<file path="src/rtl/cell_list_neighbor_search_assert.svh">
// Assertion macros used by cell_list_neighbor_search.sv.
`ifndef CELL_LIST_NEIGHBOR_SEARCH_ASSERT_SVH
`define CELL_LIST_NEIGHBOR_SEARCH_ASSERT_SVH

`ifndef SYNTHESIS
`define CLS_ASSERT_IMP(lbl, clk, rst, ante, cons, msg) \
   lbl: assert property (@(posedge clk) disable iff (rst) (ante) |-> (cons)) else $error(msg);
`define CLS_ASSERT_NXT(lbl, clk, rst, ante, cons, msg) \
   lbl: assert property (@(posedge clk) disable iff (rst) (ante) |=> (cons)) else $error(msg);
`else
`define CLS_ASSERT_IMP(lbl, clk, rst, ante, cons, msg)
`define CLS_ASSERT_NXT(lbl, clk, rst, ante, cons, msg)
`endif

`endif

</file>
<file path="src/rtl/cls_ram.sv">
module cls_ram #(
   parameter int WIDTH = 8,
   parameter int DEPTH = 16,
   parameter int AW    = (DEPTH > 1) ? $clog2(DEPTH) : 1
) (
   input  logic             clock,
   input  logic             we,
   input  logic [AW-1:0]    addr,
   input  logic [WIDTH-1:0] wdata,
   output logic [WIDTH-1:0] rdata
);
   logic [WIDTH-1:0] mem [DEPTH];
   logic [WIDTH-1:0] rdata_ff;

   always_ff @(posedge clock) begin
      if (we) begin
         mem[addr] <= wdata;
      end
      rdata_ff <= mem[addr];
   end

   assign rdata = rdata_ff;
endmodule
</file>
<file path="config.mk">
export PLATFORM = sky130hd
export DESIGN_NAME = cls_ram
export DESIGN_NICKNAME = d
export VERILOG_FILES = /design/src/rtl/cell_list_neighbor_search_assert.svh /design/src/rtl/cls_ram.sv
export SDC_FILE = /design/constraint.sdc
export NUM_CORES = 1
export LEC_CHECK = 0
export ABC_CLOCK_PERIOD_IN_PS = 2400
export BUFFER_PORTS_ARGS = -buffer_cell sky130_fd_sc_hd__buf_4
export CAP_MARGIN = 5
export CORE_ASPECT_RATIO = 0.5
export CORE_MARGIN = 5
export CORE_UTILIZATION = 55
export CTS_BUF_LIST = sky130_fd_sc_hd__clkbuf_8
export DETAILED_ROUTE_END_ITERATION = 10
export PLACE_DENSITY = 0.76
export RECOVER_POWER = 25
export SYNTH_ARGS = -nofsm -noshare
export SYNTH_HDL_FRONTEND = slang
export SYNTH_SLANG_ARGS = --single-unit
</file>
<file path="constraint.sdc">
create_clock -name clock -period 2.4 [get_ports clock]
set_input_delay 0.24 -clock clock [delete_from_list [all_inputs] [get_ports clock]]
set_output_delay 0.24 -clock clock [all_outputs]
set_load 0.03 [all_outputs]
</file>
**Word-level counts from Yosys, hierarchy flattened**

Memories as Yosys holds them, arrays and structs flattened. A register that Yosys moved wholly into a read port is not among the register bits.
Index checks and enable logic that the tools add are counted.

- Muxes and demuxes: 2

Operators with widths:

| kind | count |
|---|---|
| 2-to-1 mux 1 bit | 2 |

- Output and inout bits: 8
- Register bits after elaboration: 0
- Word-level logic and storage cells: 3
- Memories: 1
- RAM bits: 128

Memories:

| memory | depth | width | rd ports | clocked after Yosys merged registers in | write ports | line | RTL |
|---|---|---|---|---|---|---|---|
| mem | 16 | 8 | 1 | 1 | 1 | cls_ram.sv:12 | `logic [WIDTH-1:0] mem [DEPTH];` |

**Longest topological paths before layout**

- Depth in word-level cells: 2
- Mapped depth: 5
- Mapped depth without buffers: 3

**Least setup slack after synthesis**

No wires, ideal clock.

- Kind: input to register
- Start point: in addr[2]
- End point: mem mem[0][0], enable pin
- Arrival time: 1.350 ns
- Path slack: 0.667 ns
- Path buffers: 0
- Data required time: 2.017 ns
- Cell stages on the path: 2
- Cells stage by stage: or3b_2 -> nor3_1

RTL lines:

| item | line | RTL |
|---|---|---|
| from (decl) | cls_ram.sv:8 | `input logic [AW-1:0] addr,` |
| to (decl) | cls_ram.sv:12 |  |

No word-level cell before the write port.

**Worst setup path in the final report**

- Start point: in addr[0]
- End point: mem mem[8][0], enable pin

No word-level cell before the write port.

==> impl_metrics.tcl <==
set metrics [dict create \
    relSlewSlack 0.2070 \
    antenna_found_initial 0 \
    cp.arrival_ns 1.58 \
    synth_simple_gate_area_share 0.03210 \
    ys_types 18 \
    yosysSeqAreaShare 0.7901 \
    cts_max_path_buffers 2 \
    synth.cell_area_um2 5067 \
    yosysWarningCount 0 \
    synthFlopType "edfxtp_1" \
    cap_violations 0 \
    wl_um 8632 \
    fmax_mhz 652.0 \
    ir_drop_v 0.0003708 \
    yosys.area_share.adder 0 \
    cp_cell_sequence "buf_4, nor3_1" \
    finalHoldViolCount 0 \
    coreArea_um2 8828 \
    synth_area_leaders "edfxtp_1 76%, mux4_2 14%, dfxtp_1 3.2%" \
    grt_max_degree 40 \
    slowest_delay_ns 1.01 \
    areaGrowthSynthToFinish_pct 12.20 \
    synth_edf_count 128 \
    critical_path_class "in -> reg" \
    status "finished, final reports clean" \
    setup-tns-final_ns 0 \
    antenna_cells 0 \
    synth-compound-area-share 0.02370 \
    design.die.area_um2 11350 \
    cts_root_buf "clkbuf_8" \
    period_minus_slack_ns 1.534 \
    grt-ovfl-total 0 \
    ios 22 \
    hold_slack_ns 0.3470 \
    grt_usage 0.1674 \
    path_clk_slew_ns 0.07 \
    cp_data_required_time_ns 2.44 \
    rsz0062_at_grt "no" \
    final_nets 286 \
    place.port_buffers 21 \
    min_path_type "in -> reg" \
    hold_buffers 0 \
    cts_buffers 17 \
    setup_viol 0 \
    skew_ns 0.007185 \
    fin_area_um2 5685 \
    post_cts_buffers 0 \
    syn_avg_cell_area_um2 22.03 \
    remaining_drc_errors 0 \
    crit_slowest_cell "nor3_1" \
    ant_nets 0 \
    cts.sinks 136 \
    synth_xor_area_frac 0 \
    grt_pass1_wl_um 13830 \
    synth.top_cells.by_count "128 x edfxtp_1, 32 x mux4_2, 16 x a22oi_1, 13 x nor2_1, 9 x nand2_1" \
    ys_ff_latch 136 \
    via_per_inst 5.826 \
    yosysTopAreaCellShare 0.7585 \
    dpl-instance-area_um2 5409 \
    yosys.cell_count.top_type "edfxtp_1" \
    gp_congestion 0.7367 \
    netlist_instances 230 \
    cts_tree "done" \
    die_width_um 145.7 \
    async_flop_share 0 \
    drive_gt1_frac 0.2982 \
    fin_crit_sh 0.6390 \
    muxShareOfSynthArea 0.1422 \
    synth_top_area_cell "edfxtp_1" \
    critPathCaptureType "flip-flop" \
    hpwl_um 5760 \
    drt_iter0_drc 286 \
    vias 2342 \
    crit_path_start_kind "input port" \
    die_h_um 77.88 \
    max_slew.worst_pin.slew_ns 1.180 \
    htreeDepth 4 \
    p_leak_nw 1.845 \
    final_core_util 0.6440 \
    drt_first_pass_iters 5 \
    wl_per_cell_um 21.47 \
    rows 24 \
    synth_top_family_by_area "multiplexers" \
    initial_core_util 0.5740 \
    clk-insertion-delay-late_ns 0.43 \
    cts_resized 0 \
    grt_pass1_vias 2440 \
    cp_top_family "simple AND/OR/NAND/NOR gates" \
    path_buf_inv 1 \
    cp_max_fo 39 \
    synth_nets 244 \
    power_per_cell_area_nw_per_um2 774.1 \
    slew_violations 0 \
]
where the power goes:
part | total (W) | switching (W) | internal [W]
clock | 0.00146 | 0.000787 | 0.000674
combinational | 0.000272 | 0.000164 | 0.000108
sequential | 0.00267 | 0.0000141 | 0.00265
per-layer routing:
metal  part of all wire  GRT usage  up-vias  routed length [um]
li1                   -          -     1039                   -
met1               0.45     0.2325     1219                3845
met2               0.48     0.2466       77                4135
met3              0.066    0.06519        7                 568
met4             0.0095    0.05587        0                  82
met5                  0          0        -                   0
final cells by class:
cell class	count	area (um^2)
flip-flops and latches	136	4004
fillers	588	3143
multi-input cells	83	1003
clock buffers	17	234.0
repair buffers	34	225.2
well taps	117	146.4
clock inverters	15	72.57
final timing paths:
check,slack (ns),to,startpoint,depth (start not counted)
worst max-delay path,0.87,mem[8][0]$_DFFE_PP_,addr[0],2
worst min-delay path,0.35,mem[2][4]$_DFFE_PP_,wdata[4],1
worst max register to register,1.05,rdata[1]$_DFF_P_,mem[0][1]$_DFFE_PP_,3
worst min register to register,0.69,rdata[1]$_DFF_P_,mem[15][1]$_DFFE_PP_,3
stage by stage:
step	total power, W	worst slack, ns	std cells
finish	0.004401	0.8663	402
global route	0.004587	0.7444	402
CTS	0.004436	0.8655	402
detailed placement	0.003000	0.4000	370
global placement	0.002988	0.4394	370
floorplan	0.002885	0.6670	230
state kept, by name (all words and copies together) (netlist names):
| signal | count |
|---|---|
| mem | 128 |
| rdata | 8 |
cell families (layout without fill, tap and decap cells):
| family | after synthesis | count (layout) |
|---|---|---|
| DFF | 136 | 136 |
| AOI/OAI and AO/OA | 16 | 16 |
| muxes | 32 | 32 |
| and+or+nand+nor | 35 | 35 |
| buffers and inverters | 11 | 66 |
placed cells by master, fill, tap and decap left out, drive strengths merged:
cell type  count
mux4          32
clkbuf        25
nor3           4
inv            3
dfxtp          8
nand3b         2
edfxtp       128
buf           26
a22oi         16
nor2b          2
or3b           1
nor2          13
nand3          1
nand2b         2
nand2          9
and2           1
clkinv        10
clkinvlp       2
(Power assumes the default switching activity.)
